[src/hdl/vnns_pkg.sv]
// shared constants for the nearest-neighbour voxel resampler
// field widths, register indexes, status codes and parameter defaults
// no dependencies
package vnns_pkg;

    localparam int COORD_W   = 32;
    localparam int EXT_W     = COORD_W + 2;
    localparam int DIM_W     = 9;
    localparam int NUM_W     = 2 * DIM_W;
    localparam int STEP_W    = $clog2(NUM_W + 1);
    localparam int VALUE_W   = 8;
    localparam int STATUS_W  = 3;
    localparam int TGT_W     = 3 * DIM_W;
    localparam int CFG_W     = 32;
    localparam int CFG_IDX_W = 3;

    localparam int MAX_DIM_DEF    = 256;
    localparam int MAX_SPAN_DEF   = 4;
    localparam int COORD_BITS_DEF = 32;

    localparam logic [CFG_IDX_W-1:0] REG_ORIGIN_X  = 3'd0;
    localparam logic [CFG_IDX_W-1:0] REG_ORIGIN_Y  = 3'd1;
    localparam logic [CFG_IDX_W-1:0] REG_ORIGIN_Z  = 3'd2;
    localparam logic [CFG_IDX_W-1:0] REG_SIZE_X    = 3'd3;
    localparam logic [CFG_IDX_W-1:0] REG_SIZE_Y    = 3'd4;
    localparam logic [CFG_IDX_W-1:0] REG_SIZE_Z    = 3'd5;
    localparam logic [CFG_IDX_W-1:0] REG_TARGETS   = 3'd6;

    localparam logic [STATUS_W-1:0] ST_OK       = 3'd0;
    localparam logic [STATUS_W-1:0] ST_OUTSIDE  = 3'd1;
    localparam logic [STATUS_W-1:0] ST_OVERFLOW = 3'd2;
    localparam logic [STATUS_W-1:0] ST_BAD_DIMS = 3'd3;
    localparam logic [STATUS_W-1:0] ST_EMPTY    = 3'd4;
    localparam logic [STATUS_W-1:0] ST_BOUNDS   = 3'd5;

    localparam logic [DIM_W-1:0] SIZE_RESET    = 9'd1;
    localparam logic [TGT_W-1:0] TARGETS_RESET = 27'd262657;

endpackage

[src/hdl/voxel_nearest_neighbor_scaler_unit.sv]
// nearest-neighbour voxel resampler, top level
// one shared restoring divider under a small sequencer, output register
// depends on vnns_pkg
//
// usage
// - input channel: in_valid / in_stall carries one source voxel per beat;
//   in_stall is high whenever the block is busy with an item
// - output channel: out_valid / out_stall carries destination beats in
//   z, y, x order (x fastest), or a single status beat; out_stall holds
//   the beat in the output register and pauses the sequencer in its emit and report states
// - configuration: cfg_write / cfg_index / cfg_data, written while idle
// - per item: a check state, six divisions of (local or local+1) * target
//   by the source extent, each a load step then one quotient bit per step,
//   then a span and an overflow state; destinations follow one per cycle
//   (up to 64) while out_stall is low, and the next source beat is taken
//   only once the sequencer is back in idle after the item's last beat
// - a range or dimension error at the check goes straight to the report state for its beat
// - the divider's one quotient bit per cycle sets the item rate
// - reset clears the running bounds, the run flags and the sequencer and
//   returns the registers to their reset values; no clearing pass
module voxel_nearest_neighbor_scaler_unit #(
    parameter int MAX_DIM    = vnns_pkg::MAX_DIM_DEF,
    parameter int MAX_SPAN   = vnns_pkg::MAX_SPAN_DEF,
    parameter int COORD_BITS = vnns_pkg::COORD_BITS_DEF
) (
    input  logic                                  clk,
    input  logic                                  rst_n,

    input  logic                                  cfg_write,
    input  logic [vnns_pkg::CFG_IDX_W-1:0]        cfg_index,
    input  logic [vnns_pkg::CFG_W-1:0]            cfg_data,

    input  logic                                  in_valid,
    output logic                                  in_stall,
    input  logic signed [vnns_pkg::COORD_W-1:0]   src_x,
    input  logic signed [vnns_pkg::COORD_W-1:0]   src_y,
    input  logic signed [vnns_pkg::COORD_W-1:0]   src_z,
    input  logic [vnns_pkg::VALUE_W-1:0]          voxel_value,
    input  logic                                  last_source,

    output logic                                  out_valid,
    input  logic                                  out_stall,
    output logic signed [vnns_pkg::COORD_W-1:0]   dst_x,
    output logic signed [vnns_pkg::COORD_W-1:0]   dst_y,
    output logic signed [vnns_pkg::COORD_W-1:0]   dst_z,
    output logic [vnns_pkg::VALUE_W-1:0]          out_value,
    output logic [vnns_pkg::STATUS_W-1:0]         status,
    output logic                                  last_of_run,
    output logic signed [vnns_pkg::COORD_W-1:0]   bound_min_x,
    output logic signed [vnns_pkg::COORD_W-1:0]   bound_min_y,
    output logic signed [vnns_pkg::COORD_W-1:0]   bound_min_z,
    output logic signed [vnns_pkg::COORD_W-1:0]   bound_max_x,
    output logic signed [vnns_pkg::COORD_W-1:0]   bound_max_y,
    output logic signed [vnns_pkg::COORD_W-1:0]   bound_max_z
);

    localparam int CW = vnns_pkg::COORD_W;
    localparam int XW = vnns_pkg::EXT_W;
    localparam int DW = vnns_pkg::DIM_W;
    localparam int NW = vnns_pkg::NUM_W;
    localparam int SW = vnns_pkg::STEP_W;
    localparam int VW = vnns_pkg::VALUE_W;
    localparam int TW = vnns_pkg::STATUS_W;

    localparam logic signed [XW-1:0] C_MAX =
        XW'((64'sd1 <<< (COORD_BITS - 1)) - 64'sd1);
    localparam logic signed [XW-1:0] C_MIN = -C_MAX - XW'(1);
    localparam logic [DW:0] DIM_LIMIT = (DW + 1)'(MAX_DIM);
    localparam logic [NW-1:0] SPAN_LIMIT = NW'(MAX_SPAN);
    localparam logic [2:0] LAST_DIV = 3'd5;

    localparam logic [2:0] S_IDLE   = 3'd0;
    localparam logic [2:0] S_CHECK  = 3'd1;
    localparam logic [2:0] S_DLOAD  = 3'd2;
    localparam logic [2:0] S_DSTEP  = 3'd3;
    localparam logic [2:0] S_SPAN   = 3'd4;
    localparam logic [2:0] S_OVF    = 3'd5;
    localparam logic [2:0] S_EMIT   = 3'd6;
    localparam logic [2:0] S_REPORT = 3'd7;

    // configuration
    logic signed [CW-1:0] origin_reg [3];
    logic signed [CW-1:0] origin_next [3];
    logic [DW-1:0]        size_reg [3];
    logic [DW-1:0]        size_next [3];
    logic [3*DW-1:0]      targets_reg, targets_next;

    // sequencer and item
    logic [2:0]           state_reg, state_next;
    logic signed [CW-1:0] src_reg [3];
    logic signed [CW-1:0] src_next [3];
    logic [VW-1:0]        value_reg, value_next;
    logic                 last_reg, last_next;
    logic [DW-1:0]        local_reg [3];
    logic [DW-1:0]        local_next [3];
    logic [NW-1:0]        lo_reg [3];
    logic [NW-1:0]        lo_next [3];
    logic [NW-1:0]        hi_reg [3];
    logic [NW-1:0]        hi_next [3];
    logic [NW-1:0]        cnt_reg [3];
    logic [NW-1:0]        cnt_next [3];
    logic [TW-1:0]        err_reg, err_next;
    logic                 empty_reg, empty_next;

    // shared divider
    logic [2:0]           div_idx_reg, div_idx_next;
    logic [SW-1:0]        step_reg, step_next;
    logic [NW-1:0]        num_reg, num_next;
    logic [DW-1:0]        rem_reg, rem_next;

    // run state
    logic signed [CW-1:0] low_reg [3];
    logic signed [CW-1:0] low_next [3];
    logic signed [CW-1:0] high_reg [3];
    logic signed [CW-1:0] high_next [3];
    logic                 any_reg, any_next;
    logic                 failed_reg, failed_next;

    // output register
    logic                 out_valid_reg, out_valid_next;
    logic signed [CW-1:0] o_dst_reg [3];
    logic signed [CW-1:0] o_dst_next [3];
    logic signed [CW-1:0] o_min_reg [3];
    logic signed [CW-1:0] o_min_next [3];
    logic signed [CW-1:0] o_max_reg [3];
    logic signed [CW-1:0] o_max_next [3];
    logic [VW-1:0]        o_value_reg, o_value_next;
    logic [TW-1:0]        o_status_reg, o_status_next;
    logic                 o_last_reg, o_last_next;

    logic [DW-1:0] tgt [3];

    always_comb
    begin
        for (int a = 0; a < 3; a++)
        begin
            tgt[a] = targets_reg[a*DW +: DW];
        end
    end

    always_comb
    begin
        logic                 out_free;
        logic                 dims_bad;
        logic                 outside;
        logic                 span_bad;
        logic                 any_empty;
        logic                 ovf;
        logic [TW-1:0]        err_final;
        logic signed [XW-1:0] diff;
        logic [1:0]           axis;
        logic [DW-1:0]        mul_a;
        logic [DW:0]          trial;
        logic                 ge;
        logic [NW-1:0]        quot;
        logic [NW-1:0]        ceil_q;
        logic [NW-1:0]        span;
        logic signed [XW-1:0] org_ext;
        logic signed [CW-1:0] d [3];
        logic                 end_x;
        logic                 end_y;
        logic                 end_z;
        logic                 fin_box;
        logic                 end_run;

        out_free   = !out_valid_reg || !out_stall;
        dims_bad   = 1'b0;
        outside    = 1'b0;
        span_bad   = 1'b0;
        any_empty  = 1'b0;
        ovf        = 1'b0;
        err_final  = err_reg;
        diff       = '0;
        axis       = div_idx_reg[2:1];
        mul_a      = '0;
        trial      = {rem_reg, num_reg[NW-1]};
        ge         = trial >= {1'b0, size_reg[axis]};
        quot       = {num_reg[NW-2:0], ge};
        ceil_q     = '0;
        span       = '0;
        org_ext    = '0;
        end_run    = 1'b0;

        for (int a = 0; a < 3; a++)
        begin
            d[a] = origin_reg[a] + CW'(cnt_reg[a]);
        end
        end_x   = (cnt_reg[0] + NW'(1)) == hi_reg[0];
        end_y   = (cnt_reg[1] + NW'(1)) == hi_reg[1];
        end_z   = (cnt_reg[2] + NW'(1)) == hi_reg[2];
        fin_box = end_x && end_y && end_z;

        // configuration port
        origin_next  = origin_reg;
        size_next    = size_reg;
        targets_next = targets_reg;
        if (cfg_write)
        begin
            case (cfg_index)
                vnns_pkg::REG_ORIGIN_X: origin_next[0] = cfg_data;
                vnns_pkg::REG_ORIGIN_Y: origin_next[1] = cfg_data;
                vnns_pkg::REG_ORIGIN_Z: origin_next[2] = cfg_data;
                vnns_pkg::REG_SIZE_X:   size_next[0]   = cfg_data[DW-1:0];
                vnns_pkg::REG_SIZE_Y:   size_next[1]   = cfg_data[DW-1:0];
                vnns_pkg::REG_SIZE_Z:   size_next[2]   = cfg_data[DW-1:0];
                vnns_pkg::REG_TARGETS:  targets_next   = cfg_data[3*DW-1:0];
                default:                ;
            endcase
        end

        state_next   = state_reg;
        src_next     = src_reg;
        value_next   = value_reg;
        last_next    = last_reg;
        local_next   = local_reg;
        lo_next      = lo_reg;
        hi_next      = hi_reg;
        cnt_next     = cnt_reg;
        err_next     = err_reg;
        empty_next   = empty_reg;
        div_idx_next = div_idx_reg;
        step_next    = step_reg;
        num_next     = num_reg;
        rem_next     = rem_reg;
        low_next     = low_reg;
        high_next    = high_reg;
        any_next     = any_reg;
        failed_next  = failed_reg;

        out_valid_next = out_valid_reg && out_stall;
        o_dst_next     = o_dst_reg;
        o_min_next     = o_min_reg;
        o_max_next     = o_max_reg;
        o_value_next   = o_value_reg;
        o_status_next  = o_status_reg;
        o_last_next    = o_last_reg;

        case (state_reg)
            S_IDLE:
            begin
                if (in_valid)
                begin
                    src_next[0] = src_x;
                    src_next[1] = src_y;
                    src_next[2] = src_z;
                    value_next  = voxel_value;
                    last_next   = last_source;
                    state_next  = S_CHECK;
                end
            end

            S_CHECK:
            begin
                for (int a = 0; a < 3; a++)
                begin
                    if (size_reg[a] == '0 || {1'b0, size_reg[a]} > DIM_LIMIT ||
                        tgt[a] == '0 || {1'b0, tgt[a]} > DIM_LIMIT)
                    begin
                        dims_bad = 1'b1;
                    end
                    diff = XW'(src_reg[a]) - XW'(origin_reg[a]);
                    if (diff < 0 || diff >= $signed(XW'(size_reg[a])))
                    begin
                        outside = 1'b1;
                    end
                    local_next[a] = diff[DW-1:0];
                end
                if (dims_bad)
                begin
                    err_next   = vnns_pkg::ST_BAD_DIMS;
                    state_next = S_REPORT;
                end
                else if (outside)
                begin
                    err_next   = vnns_pkg::ST_OUTSIDE;
                    state_next = S_REPORT;
                end
                else
                begin
                    err_next     = vnns_pkg::ST_OK;
                    div_idx_next = '0;
                    state_next   = S_DLOAD;
                end
            end

            S_DLOAD:
            begin
                mul_a      = local_reg[axis] + DW'(div_idx_reg[0]);
                num_next   = NW'(mul_a) * NW'(tgt[axis]);
                rem_next   = '0;
                step_next  = '0;
                state_next = S_DSTEP;
            end

            S_DSTEP:
            begin
                rem_next  = ge ? DW'(trial - {1'b0, size_reg[axis]}) : trial[DW-1:0];
                num_next  = quot;
                step_next = step_reg + SW'(1);
                if (step_reg == SW'(NW - 1))
                begin
                    ceil_q = quot + NW'(rem_next != '0);
                    if (div_idx_reg[0])
                    begin
                        hi_next[axis] = ceil_q;
                    end
                    else
                    begin
                        lo_next[axis] = ceil_q;
                    end
                    if (div_idx_reg == LAST_DIV)
                    begin
                        state_next = S_SPAN;
                    end
                    else
                    begin
                        div_idx_next = div_idx_reg + 3'd1;
                        state_next   = S_DLOAD;
                    end
                end
            end

            S_SPAN:
            begin
                for (int a = 0; a < 3; a++)
                begin
                    span = hi_reg[a] - lo_reg[a];
                    if (span > SPAN_LIMIT)
                    begin
                        span_bad = 1'b1;
                    end
                    if (hi_reg[a] == lo_reg[a])
                    begin
                        any_empty = 1'b1;
                    end
                end
                err_next   = span_bad ? vnns_pkg::ST_BAD_DIMS : vnns_pkg::ST_OK;
                empty_next = any_empty;
                state_next = S_OVF;
            end

            S_OVF:
            begin
                for (int a = 0; a < 3; a++)
                begin
                    org_ext = XW'(origin_reg[a]);
                    if (org_ext + $signed(XW'(lo_reg[a])) < C_MIN ||
                        org_ext + $signed(XW'(hi_reg[a])) - XW'(1) > C_MAX)
                    begin
                        ovf = 1'b1;
                    end
                end
                if (err_reg == vnns_pkg::ST_OK && !empty_reg && ovf)
                begin
                    err_final = vnns_pkg::ST_OVERFLOW;
                end
                err_next = err_final;
                for (int a = 0; a < 3; a++)
                begin
                    cnt_next[a] = lo_reg[a];
                end
                if (failed_reg || err_final != vnns_pkg::ST_OK)
                begin
                    state_next = S_REPORT;
                end
                else if (empty_reg)
                begin
                    state_next = last_reg ? S_REPORT : S_IDLE;
                end
                else
                begin
                    state_next = S_EMIT;
                end
            end

            S_EMIT:
            begin
                if (out_free)
                begin
                    for (int a = 0; a < 3; a++)
                    begin
                        if (!any_reg || d[a] < low_reg[a])
                        begin
                            low_next[a] = d[a];
                        end
                        if (!any_reg || d[a] > high_reg[a])
                        begin
                            high_next[a] = d[a];
                        end
                        o_dst_next[a] = d[a];
                        o_min_next[a] = (last_reg && fin_box) ? low_next[a] : '0;
                        o_max_next[a] = (last_reg && fin_box) ? high_next[a] : '0;
                    end
                    any_next       = 1'b1;
                    out_valid_next = 1'b1;
                    o_value_next   = value_reg;
                    o_status_next  = vnns_pkg::ST_OK;
                    o_last_next    = last_reg && fin_box;

                    if (!end_x)
                    begin
                        cnt_next[0] = cnt_reg[0] + NW'(1);
                    end
                    else
                    begin
                        cnt_next[0] = lo_reg[0];
                        if (!end_y)
                        begin
                            cnt_next[1] = cnt_reg[1] + NW'(1);
                        end
                        else
                        begin
                            cnt_next[1] = lo_reg[1];
                            cnt_next[2] = cnt_reg[2] + NW'(1);
                        end
                    end

                    if (fin_box)
                    begin
                        end_run    = last_reg;
                        state_next = S_IDLE;
                    end
                end
            end

            S_REPORT:
            begin
                if (out_free)
                begin
                    out_valid_next = 1'b1;
                    o_value_next   = '0;
                    o_last_next    = last_reg;
                    for (int a = 0; a < 3; a++)
                    begin
                        o_dst_next[a] = '0;
                        o_min_next[a] = '0;
                        o_max_next[a] = '0;
                    end
                    if (failed_reg || err_reg != vnns_pkg::ST_OK)
                    begin
                        o_status_next = (err_reg != vnns_pkg::ST_OK) ? err_reg
                                                                    : vnns_pkg::ST_EMPTY;
                        failed_next   = 1'b1;
                    end
                    else
                    begin
                        o_status_next = any_reg ? vnns_pkg::ST_BOUNDS : vnns_pkg::ST_EMPTY;
                        if (any_reg)
                        begin
                            o_min_next = low_reg;
                            o_max_next = high_reg;
                        end
                    end
                    end_run    = last_reg;
                    state_next = S_IDLE;
                end
            end

            default:
            begin
                state_next = S_IDLE;
            end
        endcase

        // end of run clears the bounds and flags
        if (end_run)
        begin
            for (int a = 0; a < 3; a++)
            begin
                low_next[a]  = '0;
                high_next[a] = '0;
            end
            any_next    = 1'b0;
            failed_next = 1'b0;
        end
    end

    always_ff @(posedge clk or negedge rst_n)
    begin
        if (!rst_n)
        begin
            for (int a = 0; a < 3; a++)
            begin
                origin_reg[a] <= '0;
                size_reg[a]   <= vnns_pkg::SIZE_RESET;
                low_reg[a]    <= '0;
                high_reg[a]   <= '0;
            end
            targets_reg   <= vnns_pkg::TARGETS_RESET;
            state_reg     <= S_IDLE;
            any_reg       <= 1'b0;
            failed_reg    <= 1'b0;
            out_valid_reg <= 1'b0;
        end
        else
        begin
            origin_reg    <= origin_next;
            size_reg      <= size_next;
            targets_reg   <= targets_next;
            low_reg       <= low_next;
            high_reg      <= high_next;
            state_reg     <= state_next;
            any_reg       <= any_next;
            failed_reg    <= failed_next;
            out_valid_reg <= out_valid_next;
        end
    end

    // payload, no reset
    always_ff @(posedge clk)
    begin
        src_reg      <= src_next;
        value_reg    <= value_next;
        last_reg     <= last_next;
        local_reg    <= local_next;
        lo_reg       <= lo_next;
        hi_reg       <= hi_next;
        cnt_reg      <= cnt_next;
        err_reg      <= err_next;
        empty_reg    <= empty_next;
        div_idx_reg  <= div_idx_next;
        step_reg     <= step_next;
        num_reg      <= num_next;
        rem_reg      <= rem_next;
        o_dst_reg    <= o_dst_next;
        o_min_reg    <= o_min_next;
        o_max_reg    <= o_max_next;
        o_value_reg  <= o_value_next;
        o_status_reg <= o_status_next;
        o_last_reg   <= o_last_next;
    end

    assign in_stall    = state_reg != S_IDLE;
    assign out_valid   = out_valid_reg;
    assign dst_x       = o_dst_reg[0];
    assign dst_y       = o_dst_reg[1];
    assign dst_z       = o_dst_reg[2];
    assign out_value   = o_value_reg;
    assign status      = o_status_reg;
    assign last_of_run = o_last_reg;
    assign bound_min_x = o_min_reg[0];
    assign bound_min_y = o_min_reg[1];
    assign bound_min_z = o_min_reg[2];
    assign bound_max_x = o_max_reg[0];
    assign bound_max_y = o_max_reg[1];
    assign bound_max_z = o_max_reg[2];

endmodule

[config.mk]
export PLATFORM = sky130hd
export DESIGN_NAME = voxel_nearest_neighbor_scaler_unit
export DESIGN_NICKNAME = d
export VERILOG_FILES = /design/src/hdl/vnns_pkg.sv /design/src/hdl/voxel_nearest_neighbor_scaler_unit.sv
export SDC_FILE = /design/constraint.sdc
export NUM_CORES = 2
export LEC_CHECK = 0
export ABC_CLOCK_PERIOD_IN_PS = 22800
export BUFFER_PORTS_ARGS = -buffer_cell sky130_fd_sc_hd__buf_2
export CAP_MARGIN = 10
export CORE_ASPECT_RATIO = 0.7
export CORE_MARGIN = 2
export CORE_UTILIZATION = 50
export DETAILED_ROUTE_END_ITERATION = 8
export PLACE_DENSITY = 0.73
export SYNTH_ARGS = -nofsm -noshare
export SYNTH_HDL_FRONTEND = slang
export SYNTH_SLANG_ARGS = --single-unit
[constraint.sdc]
create_clock -name clk -period 22.8 [get_ports clk]
set_input_delay 4.56 -clock clk [delete_from_list [all_inputs] [get_ports clk]]
set_output_delay 4.56 -clock clk [all_outputs]
set_load 0.03 [all_outputs]
# Word-level counts from Yosys, hierarchy flattened
# Index checks and enable logic that the tools add are counted.
[totals]
in_bits = 145
register_bits = 981
word_cells = 337
[classes]
bitwise_logic = 2
order_cmp = 30
muxes = 118
n_addsub = 26
n_mul = 1
n_eq_ne = 31
n_reduce_logical = 77
[ops]
columns = ["cell", "n"]
rows = [
  ["96-bit 2-to-1 mux", 16],
  ["96-bit case mux with 2 select lines", 3],
  ["32-bit 2-to-1 mux", 12],
  ["32-bit by 19-bit adder with 33-bit output", 6],
  ["54-bit bitwise mux", 2],
  ["18-bit == test", 6],
  ["54-bit case mux with 2 select lines", 1],
  ["34-bit by 32-bit greater-than comparator with 1-bit output, second input constant", 3],
  ["33-bit by 2-bit subtractor with 34-bit output, second input constant", 3],
  ["33-bit by 10-bit greater-or-equal comparator with 1-bit output", 3],
  ["33-bit by 1-bit < comparator with 1-bit output, second input constant", 3],
  ["33-bit by 32-bit < comparator with 1-bit output, second input constant", 3],
  ["32-bit by 32-bit subtractor with 33-bit output", 3],
  ["32-bit by 18-bit adder with 32-bit output", 3],
  ["32-bit greater-than comparator", 3],
  ["32-bit < comparator", 3],
  ["18-bit 2-to-1 mux", 4],
  ["9-bit 2-to-1 mux", 7],
  ["3-bit 2-to-1 mux", 20],
  ["18-bit by 1-bit adder with 18-bit output, second input constant", 3],
  ["9-bit binary-select mux with 2-bit select", 3],
  ["18-bit by 3-bit greater-than comparator with 1-bit output, second input constant", 3],
  ["9-bit greater-than comparator, second input constant", 6],
  ["9-bit logical NOT", 6],
  ["other kinds (43)", 160],
]

# Longest topological paths before layout
[logic_depth]
depth_word = 15
mapped_depth = 32

# Worst setup path after synthesis
# OpenSTA, ideal clock, no wires.
[synth_path]
kind = "input -> register"
startpoint = "input out_stall"
endpoint = "register failed_reg"
setup_slack_ps = 4463
t_required_ps = 22172
path_stages = 4
t_arrival_ps = 17708
n_path_buf = 0
setup_time_ps = 628
cell_sequence = "nand2_1 > inv_1 > nor2_1 > a21oi_1"
[synth_via]
elab_chain_len = 6
[synth_lines]
columns = ["element", "line_no", "source"]
rows = [
  ["from (decl)", "voxel_nearest_neighbor_scaler_unit.sv:42", "input logic out_stall,"],
  ["1-bit logical NOT *", "voxel_nearest_neighbor_scaler_unit.sv:166", "out_free = !out_valid_reg || !out_stall;"],
  ["1-bit logical OR *", "voxel_nearest_neighbor_scaler_unit.sv:166", ""],
  ["1-bit 2-to-1 mux, on equally long branches", "voxel_nearest_neighbor_scaler_unit.sv:428, voxel_nearest_neighbor_scaler_unit.sv:378", ""],
  ["1-bit case mux with 2 select lines", "voxel_nearest_neighbor_scaler_unit.sv:238", "case (state_reg)"],
  ["2-bit nonzero test (no line)", "--", ""],
  ["3-bit AND reduction (no line)", "--", ""],
  ["to (signal assigned)", "voxel_nearest_neighbor_scaler_unit.sv:504", "failed_reg <= failed_next;"],
  ["to (decl)", "voxel_nearest_neighbor_scaler_unit.sv:117", "logic failed_reg, failed_next;"],
]
# Every way passes the cells marked *; elsewhere a longest branch is shown, timed or not.
# A chain may end at the register's enable or synchronous reset.

==> flow_summary_export.csv <==
group,metric,value,unit
setup_path,cp-start-kind,"flip-flop",
setup_path,reg2reg_from,"cnt_reg[6]",
worst_hold_path,min_path_type,"flip-flop to flip-flop",
die,die_y,305.2,um
drt,vias,54280,
logic_synthesis,synthTopCellsByArea,"edfxtp_1, ha_1, dfrtp_1",
sta,fin_crit_sh,0.3787,
cts,numCtsBuffers,100,
die,rows,110,
cts,cts-htree-levels,3,
setup_path,worstPathArrival,9.24,ns
place,post_dp_cell_area,69370,um^2
cts,clk_latency,0.76,ns
cells_and_area,n_fill_cell,11260,
sta,holdWs,0.5045,ns
cells_and_area,design_area,72780,um^2
setup_path,cpPeakStageDelay,1.01,ns
logic_synthesis,synth_warnings,0,
cells_and_area,final_cell_mix,"inv_1, ha_1, edfxtp_1",
cts,clock_tree.root_cell,"clkbuf_16",
cts,cts_setup_buffers,0,
cts,cts-resized-gates,0,
global_routing,grt_pass1_vias,50290,
drt,drtIter0Drc,6767,
global_routing,grt_pass1_wl,335300,um
sta,drv_slew,0,
cts,cts.sinks,981,
setup_path,reg2reg_slack,14.17,ns
global_routing,grt_start_max_net_pins,162,
place,place.gp.congestion,1.041,
place,io_buffers,446,
cells_and_area,drive_gt1_frac,0.1193,
cells_and_area,seqCellArea,27720,um^2
cells_and_area,postLayoutCoreUtil,0.5662,
run_status,status,"completed",
sta,fin_tns_setup,0,ns
worst_hold_path,worstHoldPathCells,2,
cts,clk_path_buf_depth,3,
sta,hold_viol,0,
cts,clk_pin_slew_worst_paths,0.06,ns
setup_path,path_cells,"ha_1 > a21o_1 > a21o_1 > a2111oi_0 > nor3_1 > o41ai_1 > o21ai_0 > or4_1 > nand4b_1 > nor2_1 > xnor2_1 > inv_1 > ha_1 > nand2_1 > or3_1 > nor3_1 > inv_1 > nor4_1 > nand2_1 > o21ai_0 > nor2_1 > o311a_1 > o21ai_2 > a22o_1",
logic_synthesis,ys.flop_type,"edfxtp_1",
worst_hold_path,min_to,"high_reg[88]",
sta,skew,0.03651,ns
sta,worst_slew_pin_slew,1.293,ns
sta,rsz0062_at_grt,"false",
worst_hold_path,min-delay-start,"high_reg[88]",
drt,drt-total-wl,231300,um
drt,drt_pass1_iterations,6,
cts,cts_tree,"yes",
logic_synthesis,synthArstFlopShare,0.3547,
logic_synthesis,netlist-cell-type-count,97,
logic_synthesis,synth-seq-cells,981,
setup_path,cp.required,23.40,ns
cells_and_area,finalNetCount,7881,
cts,cts_hold_buffers,0,
power,power_leakage,0.03168,uW
place,dp_hpwl,179700,um
sta,min_period,8.635,ns
cells_and_area,multiInputGateArea,33680,um^2
drt,routedWlPerCell,26.31,um
setup_path,rr_endpoint,"bound_max_z[19]",
power,powerDensity,119.4,nW/um^2
cells_and_area,final_cells,8791,
setup_path,critPathMaxFanout,23,
setup_path,end_kind,"flip-flop",
logic_synthesis,syn-instance-count,6501,
global_routing,gr-total-overflow,0,
die,core,128500,um^2
global_routing,grt.total_usage,0.3417,
sta,clock.fmax,115.8,MHz
setup_path,crit_type,"flip-flop to flip-flop",
logic_synthesis,yosysTopAreaCellShare,0.2932,
drt,via_per_inst,6.174,
die,die_w,434.3,um
logic_synthesis,syn_area,64820,um^2
logic_synthesis,yosysSeqAreaShare,0.4277,
logic_synthesis,synth_edf_count,633,
global_routing,antenna_found_initial,15,
sta,slew_headroom,0.1348,
setup_path,cp_slowest_cell,"o21ai_2",
power,ir_drop,0.1164,mV
place,placedCellCount,8595,
drt,ant_nets,0,
logic_synthesis,yosys.area.top_type,"edfxtp_1",
die,die-area,132600,um^2
die,start_util,0.5042,
die,ios,447,
drt,drc_errors,0,
job,max_cap_violations,0,
cells_and_area,syn_to_final_growth,12.28,%
setup_path,rr_worst_depth,24,
logic_synthesis,synth_nets,7421,
sta,setup_viol,0,
cells_and_area,final_common_cell,"inv_1",
logic_synthesis,avgSynthCellArea,9.971,um^2
[metrics by stage]
step	setup slack [ns]	power [uW]
CTS	14.44	8604
global route	13.77	9159
detailed placement	14.48	6844
finish	14.17	8687
global placement	14.38	6747
floorplan	4.463	5418
[worst max path at each step]
stage	from	endpoint	slack (ns)	depth (start not counted)
floorplan	out_stall	failed_reg	4.46	4
global placement	cnt_reg[6]	bound_max_z[6]	14.38	24
detailed placement	cnt_reg[6]	bound_max_z[2]	14.48	24
CTS	cnt_reg[6]	bound_max_z[19]	14.44	24
global route	cnt_reg[6]	bound_max_z[18]	13.77	24
finish	cnt_reg[6]	bound_max_z[19]	14.17	24
[worst max-delay path, delay by kind of cell (launching register included)]
family / cells / cell delay (ns)
compound gates: 9 / 4.02
xor+xnor: 1 / 0.49
fa+ha+maj: 2 / 0.71
buf+inv: 2 / 0.21
flops: 1 / 0.51
simple gates: 10 / 2.52
[power breakdown]
group | switching, uW | leakage, uW | internal, uW | total [uW]
Sequential | 345 | 0.0103 | 2470 | 2820
Combinational | 2720 | 0.0197 | 1410 | 4130
Clock | 774 | 0.00162 | 970 | 1740
[synthesized netlist by cell type, drive strengths merged (20+ instances only)]
library cell,number
nor2,313
nand2,627
inv,758
a2111oi,21
buf,45
nor2b,56
and3,55
o21a,69
xor2,85
nor3,79
nand2b,63
mux2,54
dfrtp,342
a31oi,34
o2111ai,21
o22ai,58
a22o,150
a211oi,41
nand4,107
o211ai,44
nor3b,20
nand3,125
edfxtp,633
fa,63
mux2i,63
a21oi,338
clkbuf,135
o21ai,514
and4,20
xnor2,184
ha,712
nor4,57
and2,104
o21bai,28
a21o,167
or3,32
[layer usage]
metal  track usage  vias to the layer above  share of wire
li1              -                    24380              -
met1        0.5197                    26660           0.44
met2        0.4783                     2837           0.41
met3       0.07456                      390           0.11
met4        0.1122                       14          0.037
met5             0                        -        0.00038
[cell type report]
cell class              instances  area share
well taps                    1736     0.02985
flip-flops and latches        981      0.3809
inverters                     758     0.03909
clock buffers                 129     0.03756
multi-input cells            4582      0.4628
clock inverters                59    0.008974
diodes                          8   0.0002751
repair buffers                538     0.04047
[kinds of logic (layout without fill, tap and decap cells)]
| logic type | Yosys count | after routing | synth area share |
|---|---|---|---|
| AO/OA/AOI/OAI | 1678 | 1678 | 0.1680 |
| AND/OR/NAND/NOR | 1727 | 1727 | 0.1306 |
| multiplexers | 117 | 117 | 0.01911 |
| adder cells (fa/ha/maj) | 775 | 775 | 0.1569 |
| flip-flops | 981 | 981 | 0.4277 |
| buffers and inverters | 938 | 1484 | 0.05575 |
| XOR/XNOR | 285 | 285 | 0.04191 |
| other | 0 | 8 | 0 |
Note: power is estimated with default switching activity, not from simulation.
